## src/rtl/core/voxel_ray_traversal_macros.svh

```systemverilog
// ---------------------------------------------------------------------------
// voxel_ray_traversal_macros
// Assertion macros for the voxel ray traversal block.
// ---------------------------------------------------------------------------
`ifndef VOXEL_RAY_TRAVERSAL_MACROS_SVH
`define VOXEL_RAY_TRAVERSAL_MACROS_SVH
// Check that a condition implies a property in the same cycle.
`define VRT_ASSERT_IMP(lbl, clk, rst_n, cond, prop) \
    lbl: assert property (@(posedge clk) disable iff (!rst_n) (cond) |-> (prop)) \
        else $error("assertion failed");
// Check that a condition implies a property in the next cycle.
`define VRT_ASSERT_NXT(lbl, clk, rst_n, cond, prop) \
    lbl: assert property (@(posedge clk) disable iff (!rst_n) (cond) |=> (prop)) \
        else $error("assertion failed");
`endif

```

## src/rtl/core/vrt_pkg.sv

```systemverilog
// ---------------------------------------------------------------------------
// vrt_pkg
// Shared types and constants for the voxel ray traversal block.
// ---------------------------------------------------------------------------
package vrt_pkg;
    localparam int FRAC_BITS_DEF = 16;
    localparam int CELL_BITS_DEF = 16;
    localparam int T_W = 24;
    localparam int DIR_W = 18;
    localparam int ORG_W = 32;
    localparam logic [T_W-1:0] T_INF = '1;

    localparam logic OP_START  = 1'b0;
    localparam logic OP_ANSWER = 1'b1;

    localparam logic [1:0] KIND_QUERY = 2'd0;
    localparam logic [1:0] KIND_HIT   = 2'd1;
    localparam logic [1:0] KIND_MISS  = 2'd2;

    localparam logic [1:0] STEP_NONE  = 2'd0;
    localparam logic [1:0] STEP_PLUS  = 2'd1;
    localparam logic [1:0] STEP_MINUS = 2'd3;

    localparam logic [2:0] FACE_PX = 3'd0;

    typedef enum logic [1:0] {
        S_IDLE,
        S_DIV,
        S_EVAL,
        S_OUT
    } t_be_state;

    // One queued item from front to back.
    typedef struct packed {
        logic              op;
        logic [ORG_W-1:0]  org_x;
        logic [ORG_W-1:0]  org_y;
        logic [ORG_W-1:0]  org_z;
        logic [DIR_W-1:0]  dir_x;
        logic [DIR_W-1:0]  dir_y;
        logic [DIR_W-1:0]  dir_z;
        logic              occ;
    } t_item;
endpackage

```

## src/rtl/core/voxel_ray_traversal.sv

```systemverilog
// ---------------------------------------------------------------------------
// voxel_ray_traversal
// 3D voxel DDA walker with an APB limit register.
// ---------------------------------------------------------------------------
// A start transaction runs six bit-serial divisions on one shared divider;
// an answer transaction goes through select, step and output. A two-entry
// queue takes input while a result waits. Each transaction yields one
// result, except answers with no active ray, which yield none.
module voxel_ray_traversal #(
    parameter int FRAC_BITS = vrt_pkg::FRAC_BITS_DEF,
    parameter int CELL_BITS = vrt_pkg::CELL_BITS_DEF
) (
    input  logic        i_clk,
    input  logic        i_rst_n,
    input  logic        psel,
    input  logic        penable,
    input  logic        pwrite,
    input  logic [1:0]  paddr,
    input  logic [31:0] pwdata,
    output logic [31:0] prdata,
    output logic        pready,
    input  logic        i_valid,
    output logic        o_ready,
    input  logic        i_operation,
    input  logic signed [31:0] i_origin_x,
    input  logic signed [31:0] i_origin_y,
    input  logic signed [31:0] i_origin_z,
    input  logic signed [17:0] i_dir_x,
    input  logic signed [17:0] i_dir_y,
    input  logic signed [17:0] i_dir_z,
    input  logic        i_occupied,
    output logic        o_valid,
    input  logic        i_ready,
    output logic [1:0]  o_kind,
    output logic signed [15:0] o_voxel_x,
    output logic signed [15:0] o_voxel_y,
    output logic signed [15:0] o_voxel_z,
    output logic [2:0]  o_hit_face
);
    import vrt_pkg::*;

    localparam logic [T_W+FRAC_BITS:0] LIM8 = (T_W+FRAC_BITS+1)'(8) << FRAC_BITS;
    localparam logic [T_W-1:0] DEF_LIM = (LIM8 > (T_W+FRAC_BITS+1)'(T_INF)) ? T_INF
                                         : T_W'(LIM8);

    logic [T_W-1:0] r_max;
    t_item          item, q_item;
    logic           q_valid, q_pop;

    assign pready = 1'b1;
    assign prdata = (paddr == 2'd0) ? {8'd0, r_max} : 32'd0;

    always_ff @(posedge i_clk) begin
        if (!i_rst_n) r_max <= DEF_LIM;
        else if (psel && penable && pwrite && paddr == 2'd0) r_max <= pwdata[T_W-1:0];
    end

    assign item = '{op: i_operation, org_x: i_origin_x, org_y: i_origin_y,
                    org_z: i_origin_z, dir_x: i_dir_x, dir_y: i_dir_y,
                    dir_z: i_dir_z, occ: i_occupied};

    vrt_front u_front (
        .i_clk(i_clk), .i_rst_n(i_rst_n), .i_valid(i_valid), .o_ready(o_ready),
        .i_item(item), .o_q_valid(q_valid), .i_q_pop(q_pop), .o_q_item(q_item)
    );

    vrt_back #(.FRAC_BITS(FRAC_BITS), .CELL_BITS(CELL_BITS)) u_back (
        .i_clk(i_clk), .i_rst_n(i_rst_n), .i_max_dist(r_max),
        .i_q_valid(q_valid), .i_q_item(q_item), .o_q_pop(q_pop),
        .o_valid(o_valid), .i_ready(i_ready), .o_kind(o_kind),
        .o_vx(o_voxel_x), .o_vy(o_voxel_y), .o_vz(o_voxel_z), .o_face(o_hit_face)
    );
endmodule

```

## src/rtl/core/vrt_front.sv

```systemverilog
// ---------------------------------------------------------------------------
// vrt_front
// Input side: accepts transactions into a two-entry queue for the back end.
// ---------------------------------------------------------------------------
module vrt_front (
    input  logic           i_clk,
    input  logic           i_rst_n,
    input  logic           i_valid,
    output logic           o_ready,
    input  vrt_pkg::t_item i_item,
    output logic           o_q_valid,
    input  logic           i_q_pop,
    output vrt_pkg::t_item o_q_item
);
    import vrt_pkg::*;

    t_item      r_mem [2];
    logic       r_wp, r_rp;
    logic [1:0] r_cnt;
    logic       push;

    assign o_ready   = (r_cnt != 2'd2);
    assign push      = i_valid && o_ready;
    assign o_q_valid = (r_cnt != 2'd0);
    assign o_q_item  = r_mem[r_rp];

    always_ff @(posedge i_clk) begin
        if (!i_rst_n) begin
            r_wp  <= 1'b0;
            r_rp  <= 1'b0;
            r_cnt <= 2'd0;
        end else begin
            if (push) r_wp <= ~r_wp;
            if (i_q_pop) r_rp <= ~r_rp;
            r_cnt <= r_cnt + {1'b0, push} - {1'b0, i_q_pop};
        end
    end

    always_ff @(posedge i_clk) begin
        if (push) r_mem[r_wp] <= i_item;
    end
endmodule

```

## src/rtl/core/vrt_div.sv

```systemverilog
// ---------------------------------------------------------------------------
// vrt_div
// Restoring divider, one quotient bit per cycle, saturating to infinity.
// ---------------------------------------------------------------------------
module vrt_div #(
    parameter int FRAC_BITS = vrt_pkg::FRAC_BITS_DEF
) (
    input  logic                    i_clk,
    input  logic                    i_rst_n,
    input  logic                    i_start,
    input  logic [FRAC_BITS:0]      i_num,
    input  logic [vrt_pkg::DIR_W-1:0] i_den,
    output logic                    o_done,
    output logic [vrt_pkg::T_W-1:0] o_quo
);
    import vrt_pkg::*;

    localparam int NW = 2 * FRAC_BITS + 1;
    localparam int CW = $clog2(NW + 1);

    logic [NW-1:0]  r_num;
    logic [NW-1:0]  r_quo;
    logic [DIR_W-1:0] r_rem;
    logic [DIR_W-1:0] r_den;
    logic [CW-1:0]  r_cnt;
    logic           r_busy;
    logic [DIR_W:0] trial;
    logic [DIR_W:0] sh;

    assign sh    = {r_rem, r_num[NW-1]};
    assign trial = sh - {1'b0, r_den};

    always_ff @(posedge i_clk) begin
        if (!i_rst_n) begin
            r_busy <= 1'b0;
            o_done <= 1'b0;
            r_cnt  <= '0;
        end else begin
            o_done <= 1'b0;
            if (i_start) begin
                r_busy <= 1'b1;
                r_cnt  <= CW'(NW);
            end else if (r_busy) begin
                r_cnt <= r_cnt - 1'b1;
                if (r_cnt == CW'(1)) begin
                    r_busy <= 1'b0;
                    o_done <= 1'b1;
                end
            end
        end
    end

    always_ff @(posedge i_clk) begin
        if (i_start) begin
            r_num <= {i_num, {FRAC_BITS{1'b0}}};
            r_den <= i_den;
            r_rem <= '0;
            r_quo <= '0;
        end else if (r_busy) begin
            r_num <= {r_num[NW-2:0], 1'b0};
            if (!trial[DIR_W]) begin
                r_rem <= trial[DIR_W-1:0];
                r_quo <= {r_quo[NW-2:0], 1'b1};
            end else begin
                r_rem <= sh[DIR_W-1:0];
                r_quo <= {r_quo[NW-2:0], 1'b0};
            end
        end
    end

    always_comb begin
        if ({{T_W{1'b0}}, r_quo} > {{NW{1'b0}}, T_INF}) o_quo = T_INF;
        else o_quo = T_W'(r_quo);
    end
endmodule

```

## src/rtl/core/vrt_back.sv

```systemverilog
// ---------------------------------------------------------------------------
// vrt_back
// Ray state, start setup through a shared divider, and per-answer stepping.
// ---------------------------------------------------------------------------
module vrt_back #(
    parameter int FRAC_BITS = vrt_pkg::FRAC_BITS_DEF,
    parameter int CELL_BITS = vrt_pkg::CELL_BITS_DEF
) (
    input  logic                    i_clk,
    input  logic                    i_rst_n,
    input  logic [vrt_pkg::T_W-1:0] i_max_dist,
    input  logic                    i_q_valid,
    input  vrt_pkg::t_item          i_q_item,
    output logic                    o_q_pop,
    output logic                    o_valid,
    input  logic                    i_ready,
    output logic [1:0]              o_kind,
    output logic [15:0]             o_vx,
    output logic [15:0]             o_vy,
    output logic [15:0]             o_vz,
    output logic [2:0]              o_face
);
    import vrt_pkg::*;
    `include "voxel_ray_traversal_macros.svh"

    t_be_state r_st, n_st;
    t_item     r_it;
    logic [CELL_BITS-1:0] r_cell [3];
    logic [1:0]     r_step [3];
    logic [T_W-1:0] r_nc [3];
    logic [T_W-1:0] r_inc [3];
    logic [2:0]     r_face;
    logic [T_W-1:0] r_trav;
    logic           r_act;
    logic [2:0]     r_dj;    // division job: axis*2 + (0 crossing, 1 increment)
    logic           r_dstart;

    logic           div_done;
    logic [T_W-1:0] div_q;
    logic [FRAC_BITS:0] num;
    logic [DIR_W-1:0]   den;
    logic [1:0]     dax;
    logic [ORG_W-1:0]   org;
    logic [DIR_W-1:0]   dir;
    logic [1:0]     a;
    logic [T_W:0]   sum;
    logic [T_W-1:0] thr;
    logic           take_q, pop_c;

    assign dax = r_dj[2:1];
    always_comb begin
        case (dax)
            2'd0:    begin org = r_it.org_x; dir = r_it.dir_x; end
            2'd1:    begin org = r_it.org_y; dir = r_it.dir_y; end
            default: begin org = r_it.org_z; dir = r_it.dir_z; end
        endcase
        den = dir[DIR_W-1] ? (DIR_W)'(-dir) : dir;
        if (r_dj[0]) num = {1'b1, {FRAC_BITS{1'b0}}};
        else if (dir[DIR_W-1]) num = {1'b0, org[FRAC_BITS-1:0]};
        else num = {1'b1, {FRAC_BITS{1'b0}}} - {1'b0, org[FRAC_BITS-1:0]};
    end

    vrt_div #(.FRAC_BITS(FRAC_BITS)) u_div (
        .i_clk(i_clk), .i_rst_n(i_rst_n), .i_start(r_dstart),
        .i_num(num), .i_den(den), .o_done(div_done), .o_quo(div_q)
    );

    always_comb begin
        if (r_nc[0] < r_nc[1] && r_nc[0] < r_nc[2]) a = 2'd0;
        else if (r_nc[1] < r_nc[2]) a = 2'd1;
        else a = 2'd2;
        sum = {1'b0, r_nc[a]} + {1'b0, r_inc[a]};
        thr = sum[T_W] ? T_INF : sum[T_W-1:0];
    end

    assign take_q = (r_st == S_IDLE) && i_q_valid;

    always_comb begin
        n_st = r_st;
        case (r_st)
            S_IDLE: if (i_q_valid) begin
                if (i_q_item.op == OP_START) n_st = S_DIV;
                else if (r_act) n_st = S_EVAL;
            end
            S_DIV:  if (div_done && r_dj == 3'd5) n_st = S_EVAL;
            S_EVAL: n_st = S_OUT;
            S_OUT:  if (i_ready) n_st = S_IDLE;
            default: n_st = S_IDLE;
        endcase
    end

    always_comb begin
        pop_c = take_q;
        o_valid = (r_st == S_OUT);
    end
    assign o_q_pop = pop_c;

    always_ff @(posedge i_clk) begin
        if (!i_rst_n) begin
            r_st     <= S_IDLE;
            r_act    <= 1'b0;
            r_dstart <= 1'b0;
            r_dj     <= '0;
            r_face   <= FACE_PX;
            r_trav   <= '0;
            for (int i = 0; i < 3; i++) begin
                r_cell[i] <= '0;
                r_step[i] <= STEP_NONE;
                r_nc[i]   <= T_INF;
                r_inc[i]  <= T_INF;
            end
        end else begin
            r_st     <= n_st;
            r_dstart <= 1'b0;
            if (take_q) begin
                r_it <= i_q_item;
                if (i_q_item.op == OP_START) begin
                    r_dj     <= '0;
                    r_dstart <= 1'b1;
                end
            end
            if (r_st == S_DIV && div_done) begin
                if (den == '0) begin
                    r_step[dax] <= STEP_NONE;
                    if (r_dj[0]) r_inc[dax] <= T_INF;
                    else r_nc[dax] <= T_INF;
                end else begin
                    r_step[dax] <= dir[DIR_W-1] ? STEP_MINUS : STEP_PLUS;
                    if (r_dj[0]) r_inc[dax] <= div_q;
                    else r_nc[dax] <= div_q;
                end
                if (!r_dj[0]) r_cell[dax] <= CELL_BITS'({{CELL_BITS{org[ORG_W-1]}},
                                                         org[ORG_W-1:FRAC_BITS]});
                if (r_dj != 3'd5) begin
                    r_dj     <= r_dj + 3'd1;
                    r_dstart <= 1'b1;
                end
            end
            if (r_st == S_EVAL) begin
                if (r_it.op == OP_START) begin
                    r_face <= FACE_PX;
                    r_trav <= '0;
                    r_act  <= (i_max_dist != '0);
                    o_kind <= (i_max_dist != '0) ? KIND_QUERY : KIND_MISS;
                    o_face <= '0;
                    o_vx <= (i_max_dist != '0) ? 16'(r_cell[0]) : '0;
                    o_vy <= (i_max_dist != '0) ? 16'(r_cell[1]) : '0;
                    o_vz <= (i_max_dist != '0) ? 16'(r_cell[2]) : '0;
                end else if (r_it.occ) begin
                    r_act  <= 1'b0;
                    o_kind <= KIND_HIT;
                    o_face <= r_face;
                    o_vx <= 16'(r_cell[0]);
                    o_vy <= 16'(r_cell[1]);
                    o_vz <= 16'(r_cell[2]);
                end else begin
                    logic [CELL_BITS-1:0] nc;
                    nc = r_cell[a];
                    if (r_step[a] == STEP_PLUS) nc = nc + 1'b1;
                    else if (r_step[a] == STEP_MINUS) nc = nc - 1'b1;
                    r_cell[a] <= nc;
                    r_nc[a]   <= thr;
                    r_trav    <= r_nc[a];
                    r_face    <= {a, 1'b0} + {2'b0, (r_step[a] != STEP_PLUS)};
                    o_face    <= '0;
                    if (r_nc[a] < i_max_dist) begin
                        o_kind <= KIND_QUERY;
                        o_vx <= (a == 2'd0) ? 16'(nc) : 16'(r_cell[0]);
                        o_vy <= (a == 2'd1) ? 16'(nc) : 16'(r_cell[1]);
                        o_vz <= (a == 2'd2) ? 16'(nc) : 16'(r_cell[2]);
                    end else begin
                        r_act  <= 1'b0;
                        o_kind <= KIND_MISS;
                        o_vx <= '0; o_vy <= '0; o_vz <= '0;
                    end
                end
            end
        end
    end

    `VRT_ASSERT_IMP(a_pop_idle, i_clk, i_rst_n, o_q_pop, r_st == S_IDLE)
    `VRT_ASSERT_IMP(a_kind_ok, i_clk, i_rst_n, o_valid, o_kind != 2'd3)
    `VRT_ASSERT_NXT(a_eval_out, i_clk, i_rst_n, r_st == S_EVAL, r_st == S_OUT)
endmodule

```

## config.mk

```make
export PLATFORM = sky130hd
export DESIGN_NAME = voxel_ray_traversal
export DESIGN_NICKNAME = d
export VERILOG_FILES = /design/src/rtl/core/vrt_pkg.sv /design/src/rtl/core/voxel_ray_traversal.sv /design/src/rtl/core/vrt_front.sv /design/src/rtl/core/vrt_div.sv /design/src/rtl/core/vrt_back.sv
export VERILOG_INCLUDE_DIRS = /design/src /design/src/rtl/core
export SDC_FILE = /design/constraint.sdc
export NUM_CORES = 1
export LEC_CHECK = 0
export BUFFER_PORTS_ARGS = -buffer_cell sky130_fd_sc_hd__buf_4
export CORE_ASPECT_RATIO = 0.7
export CORE_MARGIN = 10
export CORE_UTILIZATION = 50
export DETAILED_ROUTE_END_ITERATION = 16
export PLACE_DENSITY = 0.78
export RECOVER_POWER = 100
export SETUP_SLACK_MARGIN = 0.2
export SYNTH_ARGS = -nofsm -noshare
export SYNTH_HDL_FRONTEND = slang
export SYNTH_HIERARCHICAL = 1
export SYNTH_SLANG_ARGS = --single-unit
```

## constraint.sdc

```tcl
create_clock -name i_clk -period 9.8 [get_ports i_clk]
set_input_delay 0.49 -clock i_clk [delete_from_list [all_inputs] [get_ports i_clk]]
set_output_delay 0.49 -clock i_clk [all_outputs]
set_load 0.05 [all_outputs]
```

== Yosys cells after proc, flatten, opt, wreduce, memory -nomap -nowiden ==
Memories as Yosys holds them, arrays and structs flattened. A register that Yosys moved wholly into a read port is not among the register bits.
Index checks and enable logic that the tools add are counted.
Storage, ports and cells
  input port bits: 193
  memories kept: 5
  RAM bits: 502
  bits in registers: 337
  logic and storage cells: 232
Cells by class
  order comparisons: 5
  reduce and logical (&&, ||, !) cells: 30
  equal/unequal tests: 19
  muxes and demuxes: 125
  add/sub/neg operators: 11
  bitwise logic cells: 7
Memory list
  u_front.r_mem: words 2, width 152, rd ports 1, clocked after memory_dff 1, write ports 1, line vrt_front.sv:17  | t_item r_mem [2];
  u_back.r_inc: words 3, width 24, rd ports 1, clocked after memory_dff 0, write ports 3, line vrt_back.sv:31  | logic [T_W-1:0] r_inc [3];
  u_back.r_nc: words 3, width 24, rd ports 4, clocked after memory_dff 0, write ports 3, line vrt_back.sv:30  | logic [T_W-1:0] r_nc [3];
  u_back.r_cell: words 3, width 16, rd ports 4, clocked after memory_dff 0, write ports 3, line vrt_back.sv:28  | logic [CELL_BITS-1:0] r_cell [3];
  u_back.r_step: words 3, width 2, rd ports 1, clocked after memory_dff 0, write ports 3, line vrt_back.sv:29  | logic [1:0] r_step [3];
Operators with widths (count)
  $mux W16: 23
  $mux W24: 8
  $lt A24 B24 Y1: 4
  $reduce_or A24 Y1: 3
  $mux W33: 2
  $pmux W32 S2: 1
  $mux W1: 57
  $mux W2: 20
  $mux W18: 2
  $pmux W18 S2: 1
  $mux W17: 2
  $gt A33 B24 Y1 const B: 1
  $reduce_or A16 Y1: 2
  $add A24 B24 Y25: 1
  $reduce_bool A24 Y1: 1
  $sub A19 B18 Y19: 1
  $logic_not A18 Y1: 1
  $mux W3: 6
  $neg A18 Y18: 1
  $sub A17 B16 Y17 const A: 1
  $add A16 B1 Y16 const B: 1
  $sub A16 B1 Y16 const B: 1
  $mux W6: 2
  $reduce_and A2 Y1: 5
  21 further kinds: 50

== Logic depth before layout (Yosys ltp) ==
An unclocked memory read counts as a cell.
  word-level depth: 16
  gate-level depth with buffers: 29

== By module ==
Netlist, hierarchy kept.
By module, submodules not included
  vrt_back: instances 1, area each 23510.0 um2, cells each 2200, seq. area each 12301.8 um2
  vrt_front: instances 1, area each 11554.8 um2, cells each 501, seq. area each 9228.9 um2
  vrt_div: instances 1, area each 4740.8 um2, cells each 465, seq. area each 2232.1 um2
  voxel_ray_traversal: instances 1, area each 1233.7 um2, cells each 144, seq. area each 480.5 um2

== Least setup slack after synthesis ==
Ideal clock, no wire load.
  path kind: register -> register
  from: mem u_back.r_nc[0][23]
  to: mem u_back.r_nc[0][10], data pin
  slack: 3.871 ns
  stages on the path, launching flop included: 29
  data arrival time: 5.771 ns
  required time: 9.641 ns
  buffers on the path: 7
  setup time: 0.159 ns
  period minus slack after synthesis: 5.929 ns
  path through: edfxtp_1 > ha_1 > nand4_1 > or4_4 > o211a_1 > and4_4 > nand3_2 > buf_4 > buf_6 > buf_2 > buf_2 > buf_2 > buf_1 > nor2_1 > a31oi_1 > ha_1 > fa_1 > a21o_1 > a21oi_1 > o21a_1 > or3b_2 > nor2_1 > a21oi_1 > a21oi_1 > a31oi_1 > o21ai_1 > clkbuf_1 > nor2_1 > a22oi_1
RTL lines (line)
  start: declaration: vrt_back.sv:30

==> out/metrics.csv <==
stage;metric;value;unit
outcome;outcome;finished with violations;
outcome;failing checks;max-capacitance violations, max-slew violations;
timing;WHS;0.0593;ns
yosys;mean post-synth cell area;12.4;sq um
die;die area;94100;sq um
critical_path;CP endpoint kind;flip-flop;
cts;Clock Root Buffer;clkbuf_16;
die;Die H;260;um
global_route;GRT Overall Usage;21.4;%
critical_path;RR Endpoint;u_back/r_nc[0][21]$_SDFFCE_PN1P_;
detailed_routing;initial DRC count;3247;
detailed_routing;average vias per placed instance;5.82;
final_layout;nets;3969;
flow_run;Max Cap Viol;20;
placement;Final HPWL DP;69300;um
critical_path;startpoint types;flip-flop;
global_route;grt ovf;0;
pwr;leakage;16.2;nW
timing;Max Clk Rate;0.118;GHz
detailed_routing;Final ANT Viol Nets;0;
critical_path;Critical Path AT;8.78;ns
die;row cnt;87;
timing;Final Hold Fails;0;
die;Die Wd;362;um
global_route;first-pass GRT wire length;159000;um
detailed_routing;WL/cell;21.9;um
critical_path;CP max stage cell;clkbuf_1;
final_layout;commonest non-fill, non-tap cell in the layout;edfxtp_1;
yosys;post-synthesis register bit count;840;
pwr;maximum vdd drop;0.176;mV
yosys;register area share after synthesis;59.1;%
timing;crit share post-route;86.4;%
timing;RSZ-0062 raised after global routing;false;
timing;setup tns final;0;ns
hold_path;HP Class;primary input to flip-flop;
timing;fin crit period;8.46;ns
final_layout;Syn-to-layout area delta;12.7;%
critical_path;CP max FO;81;
die;area of the core;81000;sq um
cts;CTS Buf Count;82;
yosys;Post-synth EDFFs;742;
cts;Clock Path Buffers;3;
cts;CTS tree;built;
critical_path;Reg2Reg Depth;23;
global_route;pin count of the biggest net entering global routing;91;
hold_path;Hold Crit Start;i_origin_y[29];
yosys;Mapped Area;41000;sq um
timing;Setup violations, final;0;
critical_path;critical path, cell by cell;inv_1, ha_1, a211o_1, a31oi_1, o32ai_1, o311ai_0, clkbuf_1, nand2_1, buf_12, nor2_1, a21oi_1, o21ai_0, ha_1, inv_1, o21ai_0, a31oi_1, a311oi_1, a311oi_1, o21bai_1, a21oi_1, xnor2_1, o32ai_1, nand2_1;
yosys;Syn Inst Count;3310;
die;Initial Util;50.7;%
timing;Worst-Margin Slew;4.38;ns
detailed_routing;Final Routed Wirelength;104000;um
detailed_routing;drt pass-1 iters;6;
timing;skew final;0.0360;ns
critical_path;R2R setup slack;1.34;ns
critical_path;required time of the critical path;10.11;ns
yosys;Most used DFF post-synth;edfxtp_1;
placement;GP Congestion;0.955;
final_layout;most frequent cells in the layout;edfxtp_1, nand2_1, nor2_1, clkbuf_1, o21ai_0;
detailed_routing;# DRC;0;
critical_path;worst r2r src;u_back/r_nc[2][2]$_SDFFCE_PN1P_;
yosys;Synth async-reset ratio;0;%
hold_path;Hold EP;u_front/r_mem[0][116]$_DFFE_PP_;
global_route;antenna violations before repair;7;
final_layout;layout cells sized above 1;12.4;%
hold_path;hold path cells;1;
global_route;vias in the first global route;27137;
pwr;Cell Pwr Density;206;nW/um^2
critical_path;Crit Path Category;flip-flop to flip-flop;
placement;I/O Buffers;263;
yosys;Yosys cell types;111;
cts;TritonCTS Sinks;840;
detailed_routing;Via Count;27721;
cts;H-tree Lvls;3;
die;Top Ports;281;
final_layout;fillers;6679;
cts;CTS resizes;0;
pwr;Power, Total;0.00953;W
cts;clk_lat worst skew;0.65;ns
cts;Worst-path clk slew;0.06;ns
timing;Rel. slew slack;-192;%
yosys;yosys warns;6;
critical_path;crit-path max cell delay;0.96;ns
timing;max-slew violations;1058;
-- how the worst max path moves through the flow --
stage	start	endpoint	slack, ns	cells after the start
3_5_place_dp	u_back/r_nc[2][23]$_SDFFCE_PN1P_	u_back/r_nc[2][12]$_SDFFCE_PN1P_	2.75	23
2_1_floorplan	u_back/r_nc[0][23]$_SDFFCE_PN1P_	u_back/r_nc[0][10]$_SDFFCE_PN1P_	3.87	28
3_3_place_gp	u_back/r_nc[1][23]$_SDFFCE_PN1P_	u_back/r_nc[1][12]$_SDFFCE_PN1P_	2.83	22
4_1_cts	u_back/r_nc[2][23]$_SDFFCE_PN1P_	u_back/r_nc[2][12]$_SDFFCE_PN1P_	2.72	23
5_1_grt	u_back/r_nc[2][2]$_SDFFCE_PN1P_	u_back/r_nc[2][21]$_SDFFCE_PN1P_	1.10	23
6_report	u_back/r_nc[2][2]$_SDFFCE_PN1P_	u_back/r_nc[0][21]$_SDFFCE_PN1P_	1.34	23
-- registers in the layout, summed over array words and instances, names as in the netlist, 2 cells and up, named ones only --
register,flops
u_front/r_mem,304
u_back/r_it,152
u_back/r_inc,72
u_back/r_nc,72
u_back/r_cell,48
u_back/u_div/r_quo,33
r_max,24
u_back/u_div/r_den,18
u_back/u_div/r_rem,18
u_back/u_div/r_num,17
u_back/o_vx,16
u_back/o_vy,16
u_back/o_vz,16
u_back/r_step,6
u_back/u_div/r_cnt,6
u_back/o_face,3
u_back/r_dj,3
u_back/r_face,3
u_back/o_kind,2
u_back/r_st,2
u_front/r_cnt,2
-- synth_stat cells, types with 16 or more instances --
cell type	count	area, sq um
and3_1	29	181
mux2i_1	126	1260
a211oi_1	20	150
nand2_1	361	1360
nor2b_1	18	113
buf_2	32	160
a21oi_1	146	731
dfxtp_1	98	1960
xor2_1	35	307
buf_6	17	191
nand3_1	55	275
mux2_2	95	1070
xnor2_1	51	447
inv_1	122	458
o22ai_1	27	169
o21ai_0	153	766
edfxtp_1	742	22300
ha_1	147	1840
clkbuf_1	86	323
and2_1	44	275
a21o_1	28	210
nor2_1	239	897
or3_1	80	500
nand4_1	27	169
mux2_4	85	1280
a22oi_1	30	225
or2_2	30	188
buf_1	16	60.1
nor4_1	27	169
a31oi_1	60	375
nor3_1	28	140
-- final cells by class --
class / instances / area, sq um / area share [%]
antenna: 1 / 2.50 / 0.00541
timing repair buffer: 403 / 2710 / 5.86
clock inverter: 45 / 372 / 0.804
sequential: 840 / 24200 / 52.4
inverter: 124 / 470 / 1.02
tap: 1068 / 1340 / 2.89
multi-input combinational: 2176 / 14900 / 32.3
clock buffer: 104 / 2170 / 4.68
-- logic make-up (layout without fill, tap and decap cells) --
family                     Yosys count  after routing  share of synthesized area, %
and+or+nand+nor                   1005           1005                          11.8
AOI/OAI and AO/OA                  609            609                          9.76
muxes                              316            316                          9.19
buffers and inverters              301            676                          3.65
DFF                                840            840                          59.1
other                                2             10                        0.0183
adders and majority gates          149            149                          4.58
xor gates and xnor gates            88             88                          1.91
-- per-stage QoR --
stage / worst slack, ns / utilization, % / cell area [sq um] / std cells
2_1_floorplan: 3.87 / - / 41100 / 3317
3_3_place_gp: 2.83 / 54.0 / 43800 / 4514
3_5_place_dp: 2.75 / 54.0 / 43800 / 4514
4_1_cts: 2.72 / 58.3 / 47200 / 4753
5_1_grt: 1.10 / 57.1 / 46200 / 4761
6_report: 1.34 / 57.1 / 46200 / 4761
-- routing by layer --
layer	global-route usage (%)	up-vias	part of all wire, %
met5	0	-	0.043
met4	5.40	8	2.1
met3	7.03	183	11
met2	32.3	1274	44
met1	29.5	13349	43
li1	-	12907	-
-- power breakdown --
group,total [W],switching (W),internal (W)
Clock,0.00299,0.00138,0.00161
Combinational,0.00187,0.00115,0.000719
Sequential,0.00467,0.000170,0.00450
-- worst max-delay path: cells and delay by family, from the launching register on --
kind | cells | cell delay [ns]
adder cells (fa/ha/maj) | 2 | 0.57
AO/OA/AOI/OAI | 13 | 4.64
buffers and inverters | 4 | 1.48
AND/OR/NAND/NOR | 3 | 0.82
XOR/XNOR | 1 | 0.15
flip-flops | 1 | 0.39
-- timing repair --
item | in CTS | in global routing
hold buffers | 90 | 7
buffers inserted | 0 | 0
hold endpoints to repair | 169 | 13
Note: power is estimated with default switching activity, not from simulation.
